## src/hw/rtl/bma_pkg.sv

```systemverilog
// Package for the bit manipulation ALU: operation codes, widths and the
// structs carried between pipeline stages. No dependencies.
`timescale 1ns / 1ps

package bma_pkg;

   localparam int WORD_W = 32;
   localparam int IMM_W  = 16;
   localparam int AMT_W  = 5;
   localparam int GRP_N  = 4;   // byte groups for the leading-bit count
   localparam int CLS_W  = 6;   // holds a count of 0..32

   typedef enum logic [2:0] {
      FN_ADD  = 3'd0,
      FN_AND  = 3'd1,
      FN_PDEP = 3'd2,
      FN_CLS  = 3'd3,
      FN_ROR  = 3'd4,
      FN_SLTI = 3'd5,
      FN_SAT  = 3'd6,
      FN_NONE = 3'd7
   } func_type;

   // Captured request.
   typedef struct packed {
      func_type                  func;
      logic [WORD_W-1:0]         op_a;
      logic [WORD_W-1:0]         op_b;
      logic signed [IMM_W-1:0]   immediate;
      logic [AMT_W-1:0]          amount;
   } req_type;

   // Partial results handed from the prepare stage to the final stage.
   typedef struct packed {
      func_type                      func;
      logic [WORD_W-1:0]             op_a;
      logic [WORD_W-1:0]             mask;
      logic [WORD_W-1:0][AMT_W-1:0]  rank;     // set mask bits below each position
      logic [GRP_N-1:0][3:0]         grp_clz;  // leading zeros inside each byte
      logic [GRP_N-1:0]              grp_nz;
      logic                          sat_ovf;
      logic [WORD_W-1:0]             sat_lo;   // most negative value in range
      logic [WORD_W-1:0]             simple;   // add, and, rotate, compare, zero
   } prep_type;

endpackage

```

## src/hw/rtl/bma_prep.sv

```systemverilog
// Prepare stage of the bit manipulation ALU: simple operations, deposit
// ranks, per-byte leading counts and the saturation overflow test. Uses bma_pkg.
`timescale 1ns / 1ps

module bma_prep
   import bma_pkg::*;
(
   input  logic     clock,
   input  logic     reset,
   input  logic     in_valid,
   input  req_type  in_req,
   output logic     out_valid,
   output prep_type out_prep
);

   logic     valid_ff;
   prep_type prep_ff;
   prep_type prep_in;

   logic [WORD_W-1:0]        lead_w;
   logic [2*WORD_W-1:0]      ror_w;
   logic signed [WORD_W-1:0] sat_upper;
   logic [AMT_W-1:0]         sat_sh;

   always_comb begin
      prep_in        = '0;
      prep_in.func   = in_req.func;
      prep_in.op_a   = in_req.op_a;
      prep_in.mask   = in_req.op_b;

      // Rank of each mask position: independent popcounts of the bits below.
      for (int i = 0; i < WORD_W; i++) begin
         prep_in.rank[i] = AMT_W'($countones(in_req.op_b &
                                             ((WORD_W'(1) << i) - WORD_W'(1))));
      end

      // Bits that differ from the sign, with a stop bit at the bottom.
      lead_w = {in_req.op_a[WORD_W-2:0] ^ {(WORD_W-1){in_req.op_a[WORD_W-1]}}, 1'b1};
      for (int g = 0; g < GRP_N; g++) begin
         prep_in.grp_nz[g]  = |lead_w[8*g +: 8];
         prep_in.grp_clz[g] = 4'd8;
         for (int j = 0; j < 8; j++) begin
            if (lead_w[8*g + j]) prep_in.grp_clz[g] = 4'(7 - j);
         end
      end

      // Saturation: out of range when the bits from the field's sign bit upward disagree.
      sat_sh         = in_req.amount - AMT_W'(1);
      sat_upper      = $signed(in_req.op_a) >>> sat_sh;
      prep_in.sat_ovf = (in_req.amount != '0) && (sat_upper != '0) && (sat_upper != '1);
      prep_in.sat_lo = {WORD_W{1'b1}} << sat_sh;

      ror_w = {in_req.op_a, in_req.op_a} >> in_req.amount;

      case (in_req.func)
         FN_ADD:  prep_in.simple = in_req.op_a + in_req.op_b;
         FN_AND:  prep_in.simple = in_req.op_a & in_req.op_b;
         FN_ROR:  prep_in.simple = ror_w[WORD_W-1:0];
         FN_SLTI: prep_in.simple = WORD_W'($signed(in_req.op_a) <
                                          WORD_W'(in_req.immediate));
         default: prep_in.simple = '0;
      endcase
   end

   always_ff @(posedge clock) begin
      if (reset) begin
         valid_ff <= 1'b0;
      end else begin
         valid_ff <= in_valid;
      end
   end

   always_ff @(posedge clock) begin
      prep_ff <= prep_in;
   end

   assign out_valid = valid_ff;
   assign out_prep  = prep_ff;

endmodule

```

## src/hw/rtl/bma_final.sv

```systemverilog
// Final stage of the bit manipulation ALU: deposit select, sign-bit count
// merge, saturation pick and result select. Uses bma_pkg.
`timescale 1ns / 1ps

module bma_final
   import bma_pkg::*;
(
   input  logic              clock,
   input  logic              reset,
   input  logic              in_valid,
   input  prep_type          in_prep,
   output logic              out_valid,
   output logic [WORD_W-1:0] out_result
);

   logic              valid_ff;
   logic [WORD_W-1:0] result_ff;
   logic [WORD_W-1:0] result_in;
   logic [WORD_W-1:0] pdep;
   logic [CLS_W-1:0]  lead;
   logic [CLS_W-1:0]  cls;
   logic [WORD_W-1:0] sat;

   always_comb begin
      for (int i = 0; i < WORD_W; i++) begin
         pdep[i] = in_prep.mask[i] & in_prep.op_a[in_prep.rank[i]];
      end

      // Highest nonzero byte wins; the bottom byte always holds the stop bit.
      lead = '0;
      for (int g = 0; g < GRP_N; g++) begin
         if (in_prep.grp_nz[g]) begin
            lead = CLS_W'(8 * (GRP_N - 1 - g)) + CLS_W'(in_prep.grp_clz[g]);
         end
      end
      cls = (lead >= CLS_W'(WORD_W - 2)) ? CLS_W'(WORD_W - 1) : lead + CLS_W'(1);

      if (!in_prep.sat_ovf) begin
         sat = in_prep.op_a;
      end else if (in_prep.op_a[WORD_W-1]) begin
         sat = in_prep.sat_lo;
      end else begin
         sat = ~in_prep.sat_lo;
      end

      case (in_prep.func)
         FN_PDEP: result_in = pdep;
         FN_CLS:  result_in = WORD_W'(cls);
         FN_SAT:  result_in = sat;
         default: result_in = in_prep.simple;
      endcase
   end

   always_ff @(posedge clock) begin
      if (reset) begin
         valid_ff <= 1'b0;
      end else begin
         valid_ff <= in_valid;
      end
   end

   always_ff @(posedge clock) begin
      result_ff <= result_in;
   end

   assign out_valid  = valid_ff;
   assign out_result = result_ff;

endmodule

```

## src/hw/rtl/bit_manipulation_alu.sv

```systemverilog
// Top level of the bit manipulation ALU: request capture register and the
// prepare and final stages. Depends on bma_pkg, bma_prep and bma_final.
`timescale 1ns / 1ps

// Three-stage execute unit. busy is always low, so a request is taken in
// every cycle that start is high, and its result appears on rsp_result with
// rsp_strobe, in request order. The rate is one request per clock; each
// request passes through the three register stages: request capture,
// prepare (adder, rotator, deposit ranks, per-byte leading-bit counts,
// saturation range test) and final select. The receiver cannot stall, and
// none is needed: nothing inside ever holds back.
module bit_manipulation_alu
   import bma_pkg::*;
(
   input  logic                    clock,
   input  logic                    reset,
   input  logic                    start,
   output logic                    busy,
   input  logic [2:0]              req_func,
   input  logic [WORD_W-1:0]       req_op_a,
   input  logic [WORD_W-1:0]       req_op_b,
   input  logic signed [IMM_W-1:0] req_immediate,
   input  logic [AMT_W-1:0]        req_amount,
   output logic                    rsp_strobe,
   output logic [WORD_W-1:0]       rsp_result
);

   logic     req_valid_ff;
   req_type  req_ff;
   req_type  req_in;
   logic     prep_valid;
   prep_type prep;

   // Never hold off a request: every stage advances each cycle.
   assign busy = 1'b0;

   always_comb begin
      req_in.func      = func_type'(req_func);
      req_in.op_a      = req_op_a;
      req_in.op_b      = req_op_b;
      req_in.immediate = req_immediate;
      req_in.amount    = req_amount;
   end

   // Capture the request; the valid bit travels with it down the pipe.
   always_ff @(posedge clock) begin
      if (reset) begin
         req_valid_ff <= 1'b0;
      end else begin
         req_valid_ff <= start && !busy;
      end
   end

   always_ff @(posedge clock) begin
      req_ff <= req_in;
   end

   bma_prep u_prep (
      .clock    (clock),
      .reset    (reset),
      .in_valid (req_valid_ff),
      .in_req   (req_ff),
      .out_valid(prep_valid),
      .out_prep (prep)
   );

   bma_final u_final (
      .clock     (clock),
      .reset     (reset),
      .in_valid  (prep_valid),
      .in_prep   (prep),
      .out_valid (rsp_strobe),
      .out_result(rsp_result)
   );

   // Every accepted request yields a result with rsp_strobe.
   a_latency : assert property (@(posedge clock) disable iff (reset)
      (start && !busy) |-> ##3 rsp_strobe)
      else $error("accepted request produced no result");

   // A strobe only follows an accepted request.
   a_no_phantom : assert property (@(posedge clock) disable iff (reset)
      rsp_strobe |-> $past(prep_valid))
      else $error("result strobe without a request");

   // The unused code yields zero.
   a_none_zero : assert property (@(posedge clock) disable iff (reset)
      (start && !busy && req_func == FN_NONE) |-> ##3 (rsp_result == '0))
      else $error("unused operation code gave nonzero result");

   // Compare gives only 0 or 1.
   a_slti_bool : assert property (@(posedge clock) disable iff (reset)
      (start && !busy && req_func == FN_SLTI) |-> ##3 (rsp_result[WORD_W-1:1] == '0))
      else $error("set-less-than result out of range");

endmodule

```

## config.mk

```make
export PLATFORM = sky130hd
export DESIGN_NAME = bit_manipulation_alu
export DESIGN_NICKNAME = d
export VERILOG_FILES = /design/src/hw/rtl/bma_pkg.sv /design/src/hw/rtl/bma_prep.sv /design/src/hw/rtl/bma_final.sv /design/src/hw/rtl/bit_manipulation_alu.sv
export SDC_FILE = /design/constraint.sdc
export NUM_CORES = 1
export LEC_CHECK = 0
export ABC_CLOCK_PERIOD_IN_PS = 5300
export BUFFER_PORTS_ARGS = -buffer_cell sky130_fd_sc_hd__buf_4
export CORE_MARGIN = 1.5
export CORE_UTILIZATION = 30
export CTS_CLUSTER_SIZE = 24
export DETAILED_ROUTE_END_ITERATION = 7
export GPL_ROUTABILITY_DRIVEN = 0
export PLACE_DENSITY = 0.47
export SYNTH_ARGS = -nofsm -noshare
export SYNTH_HDL_FRONTEND = slang
export SYNTH_SLANG_ARGS = --single-unit
```

## constraint.sdc

```tcl
create_clock -name clock -period 5.3 [get_ports clock]
set_clock_uncertainty 0.15 [all_clocks]
set_input_delay 0.53 -clock clock [delete_from_list [all_inputs] [get_ports clock]]
set_output_delay 0.53 -clock clock [all_outputs]
set_load 0.01 [all_outputs]
```

==> results of run 1 <==
-- Yosys cell counts, drive strengths merged (5+ instances only) --
library cell | number | share of area (%)
a2111oi | 6 | 0.21
o21ai | 99 | 1.8
nor4 | 8 | 0.23
a21oi | 90 | 1.6
inv | 193 | 2.6
o221ai | 27 | 0.85
ha | 146 | 6.6
nor2 | 104 | 1.5
a21boi | 8 | 0.22
nand2 | 222 | 3.0
nand4 | 12 | 0.27
and4 | 5 | 0.16
mux4 | 317 | 26
o21bai | 5 | 0.14
a222oi | 5 | 0.18
a31oi | 10 | 0.23
nand2b | 6 | 0.14
fa | 72 | 5.2
o22ai | 11 | 0.25
nor2b | 11 | 0.25
nor3 | 27 | 0.49
a211oi | 13 | 0.35
mux2 | 26 | 1.1
or3 | 9 | 0.20
and3 | 9 | 0.20
a221oi | 5 | 0.16
nor3b | 5 | 0.14
o211ai | 13 | 0.35
nand3b | 5 | 0.14
and2 | 9 | 0.20
dfxtp | 411 | 30
clkbuf | 205 | 2.8
nand3 | 37 | 0.67
o21a | 7 | 0.19
a21o | 47 | 1.3
mux2i | 125 | 4.5
xnor2 | 92 | 2.9
xor2 | 23 | 0.73
or2 | 5 | 0.11
a22oi | 20 | 0.54
buf | 33 | 0.69
-- kinds of logic after synthesis --
kind of cell,count (synthesis),synth area share (%)
other,1,0.0135
adders and majority gates,219,11.8
DFF,411,29.6
and+or+nand+nor,482,7.94
AOI/OAI and AO/OA,405,9.61
muxes,468,31.3
buffers and inverters,433,6.10
xor gates and xnor gates,115,3.63
-- timing repair --
action | CTS | global route
setup buffers | 0 | 5
hold endpoints to repair | 91 | 0
endpoints found under the setup margin | 0 | 8
hold buffers | 90 | 0
resized for setup | 0 | 12
-- metal layers --
metal | up-vias | GRT usage, %
li1 | 9595 | -
met1 | 11400 | 29.5
met2 | 1227 | 38.4
met3 | 240 | 4.48
met4 | 2 | 8.12
met5 | - | 0
-- sequential cells by signal (all words and copies together) (netlist names) --
| name | cells |
|---|---|
| req_ff | 88 |
| req_valid_ff | 1 |
| u_final.out_result | 32 |
| u_final.out_valid | 1 |
| u_prep.out_prep | 288 |
| u_prep.out_valid | 1 |
-- report_power, final --
group,internal (mW),total (mW),switching (mW)
clock,2.36,3.89,1.52
sequential,3.84,4.88,1.04
combinational,4.57,8.60,4.03
-- layout by cell type, fill, tap and decap left out, drive strengths merged, types with 9 or more instances in the layout --
cell type / count
dlygate4sd3: 90
o221ai: 27
inv: 198
o21ai: 99
fa: 72
nand3: 37
xnor2: 92
nor2: 104
and2: 9
a211oi: 13
buf: 239
a22oi: 20
a31oi: 10
xor2: 23
nand4: 12
nor3: 27
a21oi: 90
mux2i: 125
ha: 146
a21o: 47
bufinv: 10
nand2: 222
o22ai: 11
or3: 9
clkbuf: 63
mux2: 26
clkinv: 11
and3: 9
nor2b: 11
dfxtp: 411
o211ai: 13
mux4: 317
-- worst max path at each step --
stage | startpoint | end | cells after the start
2_1_floorplan | req_ff[22] | u_prep.out_prep[204] | 19
5_1_grt | req_ff[22] | u_prep.out_prep[204] | 18
6_report | req_ff[22] | u_prep.out_prep[204] | 18
4_1_cts | req_ff[22] | u_prep.out_prep[239] | 19
3_3_place_gp | req_ff[22] | u_prep.out_prep[239] | 19
3_5_place_dp | req_ff[22] | u_prep.out_prep[204] | 18
-- worst register-to-register path: cells and delay by family (launching register included) --
family | cells | cell delay, ps
xor+xnor | 1 | 150
flops | 1 | 350
buf+inv | 6 | 380
compound gates | 1 | 160
fa+ha+maj | 10 | 3960
-- area by class of cell --
cell class | count | area share [%]
clock buffers | 63 | 4.21
multi-input cells | 1690 | 54.5
diodes | 4 | 0.0303
inverters | 195 | 2.24
repair buffers | 329 | 8.16
well taps | 1186 | 4.49
flip-flops and latches | 411 | 25.0
clock inverters | 32 | 1.40
==> results.yml, run 1 <==
timing:
  finalCriticalPeriod_ps: 5240
  hold_viol: 0
  fmax_mhz: 191
  post-route-period-util_pct: 98.8
  worstMarginPinSlew_ps: 1190
  whs_ps: 227
  setup_violations: 0
  finalMaxSlewViolations: 0
  worst_slew_margin_rel_pct: 20.7
  fin_tns_setup_ps: 0
  rsz0062_at_grt: "yes"
  final.setup.worst_slack_ps: 62.2
clock_network:
  cts_buffers: 51
  cts_tree: "done"
  cts.sinks: 411
  cts_buffer_depth: 3
  clock_latency_ps: 640
  cts.clk_slew.worst_paths_ps: 60
  clock-root-buffer: "clkbuf_16"
  htree_levels: 2
routing:
  avgRoutedWirePerCell_um: 28.1
  dr.first_iter.drc_count: 2330
  top_layer: "met5"
  wirelength_met1_um: 45000
  vias_per_cell: 5.74
  drc: 0
  wl_um: 110000
  dr_wl_met2_um: 52400
  detail-route-antenna-nets: 0
  vias: 22500
  wl_met3_um: 8920
  drtPass1Iterations: 7
global_route:
  track_usage_pct: 23.0
  grt_max_degree: 37
  overflow: 0
  grt_pass1_vias: 23200
  grt_pass1_wl_um: 159000
  antenna_found_initial: 7
floorplanning:
  die_x_um: 307
  num_io_pins: 125
  core_area_um2: 91700
  die_area_um2: 94400
  die_y_um: 307
  start_util_pct: 30.3
  core.rowCount: 111
layout:
  final-seq-area_um2: 8250
  drive_above_1_share_pct: 26.5
  final_cell_count_no_fill: 3910
  postLayoutCoreUtil_pct: 36.0
  multi_input_area_um2: 18000
  n_fill_cell: 8954
  final_area_um2: 33000
  nets: 2987
  syn2layout_area_growth_pct: 18.9
worst_setup_path:
  path_max_fanout: 5
  critPathRequiredTime_ps: 5660
  rr_worst_depth: 18
  crit_buf_inv: 6
  crit_chain: "ha_4 -> inv_2 -> fa_2 -> inv_4 -> ha_4 -> fa_2 -> inv_2 -> fa_1 -> inv_1 -> ha_2 -> inv_2 -> fa_2 -> clkinv_4 -> fa_1 -> ha_1 -> a21o_1 -> maj3_2 -> xnor2_2"
  setup.worst_path.class: "flip-flop to flip-flop"
  critPathCaptureType: "flip-flop"
  startpoint_type: "flip-flop"
  worst_r2r_endpoint: "u_prep.out_prep[204]"
  cpMaxStageDelayCell: "fa_2"
  cp_top_family: "adder cells"
  ff2ff_setup_slack_ps: 60
  critPathMaxStageDelay_ps: 680
  r2r-start: "req_ff[22]"
  cp.arrival_ps: 5600
logic_synthesis:
  yosysUniqueCellTypes: 79
  async_reset_ff_share_pct: 0
  ys_warn_count: 0
  ys_seq_area_share_pct: 29.6
  syn-num-nets: 2843
  syn-cell-area_um2: 27800
  ys.flop_type: "dfxtp_1"
  syn_avg_cell_area_um2: 11.0
  synth-edff-count: 0
  synth_seq_cells: 411
  syn_inst: 2534
run:
  drv_cap: 0
power_and_ir_drop:
  irDropWorstVdd_v: 0.000365
  p_leak_nw: 13.7
  power_density_nw_per_um2: 526
  power_mw: 17.4
place:
  dp_slack_ps: 17.8
  post-dp-hpwl_um: 74200
  dpl.cell_count: 3716
  placed_area_um2: 30200
  portBuffers: 123
hold_path:
  hold_path.class: "flip-flop to flip-flop"
  holdPathEnd: "u_prep.out_prep[251]"
  min-delay-start: "req_ff[27]"
  holdPathStages: 0
status:
  status: "completed"
(Power assumes the default switching activity.)
==> inputs of run 2 (changes only) <==
==> constraint.sdc (replaced) <==
create_clock -name clock -period 5.3 [get_ports clock]
set_clock_uncertainty 0.15 [all_clocks]
set_input_delay 0.795 -clock clock [delete_from_list [all_inputs] [get_ports clock]]
set_output_delay 0.795 -clock clock [all_outputs]
set_load 0.01 [all_outputs]
==> run 2 against run 1 <==
- final area shrank 2.7%
- worst setup slack lost 9.9 ps
- global-route usage shrank 0.11 points
- critical endpoint unchanged
- largest cell class unchanged
- highest routed layer unchanged
==> results.yml, run 2 (synthesis results as in run 1) <==
timing:
  setup_violations: 0
  hold_viol: 0
  rsz0062_at_grt: "yes"
  worst_slew_margin_rel_pct: 21.5
  finalCriticalPeriod_ps: 5250
  finalMaxSlewViolations: 0
  worstMarginPinSlew_ps: 1170
  post-route-period-util_pct: 99.0
  fmax_mhz: 191
  final.setup.worst_slack_ps: 52.4
  whs_ps: 108
layout:
  drive_above_1_share_pct: 27.4
  final_area_um2: 32100
  final-seq-area_um2: 8250
  n_fill_cell: 9044
  layout_common_cells: "dfxtp_1, mux4_2, buf_4"
  syn2layout_area_growth_pct: 15.6
  largest_register_ff_count: 288
  final_common_cell: "dfxtp_1"
  nets: 2898
  multi_input_area_um2: 18000
power_and_ir_drop:
  p_int_mw: 10.7
  irDropWorstVdd_v: 0.000368
  pwr-share-clk_pct: 22.4
  power_mw: 17.3
  power_density_nw_per_um2: 539
  p_seq_share_pct: 28.2
  p_sw_mw: 6.57
  swShare_pct: 38.0
  power_frac_comb_pct: 49.4
  p_leak_nw: 13.3
clock_network:
  ctsHoldBuffers: 0
  cts.sinks: 411
  clock_latency_ps: 640
  cts.clk_slew.worst_paths_ps: 60
  htree_levels: 2
  clock-root-buffer: "clkbuf_16"
  cts_buffer_depth: 3
  cts_buffers: 51
  cts_tree: "done"
worst_setup_path:
  worst_r2r_endpoint: "u_prep.out_prep[204]"
  setup.worst_path.class: "flip-flop to flip-flop"
  path_max_fanout: 5
  rr_worst_depth: 18
  critPathCaptureType: "flip-flop"
  ff2ff_setup_slack_ps: 50
  cp.arrival_ps: 5610
  startpoint_type: "flip-flop"
  r2r-start: "req_ff[22]"
  critPathRequiredTime_ps: 5670
routing:
  avgRoutedWirePerCell_um: 28.7
  detail-route-antenna-nets: 0
  drtPass1Iterations: 5
  vias: 22100
  drc: 0
  vias_per_cell: 5.80
  wl_um: 110000
  dr.first_iter.drc_count: 2332
global_route:
  grt_pass1_wl_um: 158000
  track_usage_pct: 22.9
  grt_pass1_vias: 22800
  overflow: 0
  grt_max_degree: 37
  antenna_found_initial: 6
floorplanning:
  die_y_um: 307
  core.rowCount: 111
  die_area_um2: 94400
  core_area_um2: 91700
  start_util_pct: 30.3
  die_x_um: 307
  num_io_pins: 125
hold_path:
  holdPathEnd: "req_ff[41]"
  hold_path.class: "primary input to flip-flop"
  min-delay-start: "req_op_b[20]"
  holdPathStages: 1
place:
  dp_slack_ps: 17.8
  post-dp-hpwl_um: 74200
  placed_area_um2: 30200
  portBuffers: 123
run:
  drv_cap: 0
status:
  status: "completed"
==> run 2: cell types whose count changed in the layout (fill, tap and decap cells not counted), sizes merged <==
cell | before | now
buf | 239 | 240
dlygate4sd3 | 90 | 0
diode | 4 | 1
==> run 2: what timing repair did <==
item / CTS / global route
setup buffers: 0 / 6
setup endpoints to repair: 0 / 8
resized for setup: 0 / 12
==> run 2: area by class of cell <==
| cell class | instances | share of cell area [%] |
|---|---|---|
| multi-input combinational | 1690 | 56.0 |
| sequential | 411 | 25.7 |
| timing repair buffer | 240 | 5.61 |
| tap | 1186 | 4.62 |
| clock buffer | 63 | 4.33 |
| inverter | 195 | 2.30 |
| clock inverter | 32 | 1.44 |
| antenna | 1 | 0.00779 |
==> run 2: critical path, stage by stage, from the launching register on <==
cell and delay [ps]:
dfxtp_4 350, ha_4 280, inv_2 40, fa_2 570, inv_4 60, ha_4 160
fa_2 550, inv_2 50, fa_1 420, inv_1 70, ha_2 180, inv_2 40
fa_2 680, clkinv_4 130, fa_1 500, ha_1 300, a21o_1 160, maj3_2 320
xnor2_2 140
==> run 2: power groups by stage <==
stage	clock network [mW]	registers, mW	logic, mW
final	3.88	4.87	8.55
after floorplan	0	4.19	6.64
after global routing	4.07	5.00	9.17
after global placement	0	4.89	8.07
after CTS	3.96	4.88	8.28
after detailed placement	0	4.93	8.22
==> run 2: worst max path at each step <==
stage          startpoint                   end  slack (ps)  cells after the start
6_report       req_ff[22]  u_prep.out_prep[204]          50                     18
2_1_floorplan  req_ff[22]  u_prep.out_prep[204]          10                     19
3_3_place_gp   req_ff[22]  u_prep.out_prep[239]          40                     19
4_1_cts        req_ff[22]  u_prep.out_prep[239]          30                     19
3_5_place_dp   req_ff[22]  u_prep.out_prep[204]          20                     18
5_1_grt        req_ff[22]  u_prep.out_prep[204]         -60                     18
==> run 2: metrics by stage <==
stage	cells	util [%]	TNS (ps)
global placement	3716	32.9	0
finish	3818	35.0	0
detailed placement	3716	32.9	0
CTS	3811	34.9	0
floorplan	2534	-	0
global route	3817	35.0	-71.5
==> run 2: per-layer routing <==
layer,up-vias,wire (um),track usage [%]
met5,-,13,0
met1,11200,43700,29.4
met4,2,3870,8.05
met3,236,10100,4.57
met2,1319,51900,38.1
li1,9405,-,-
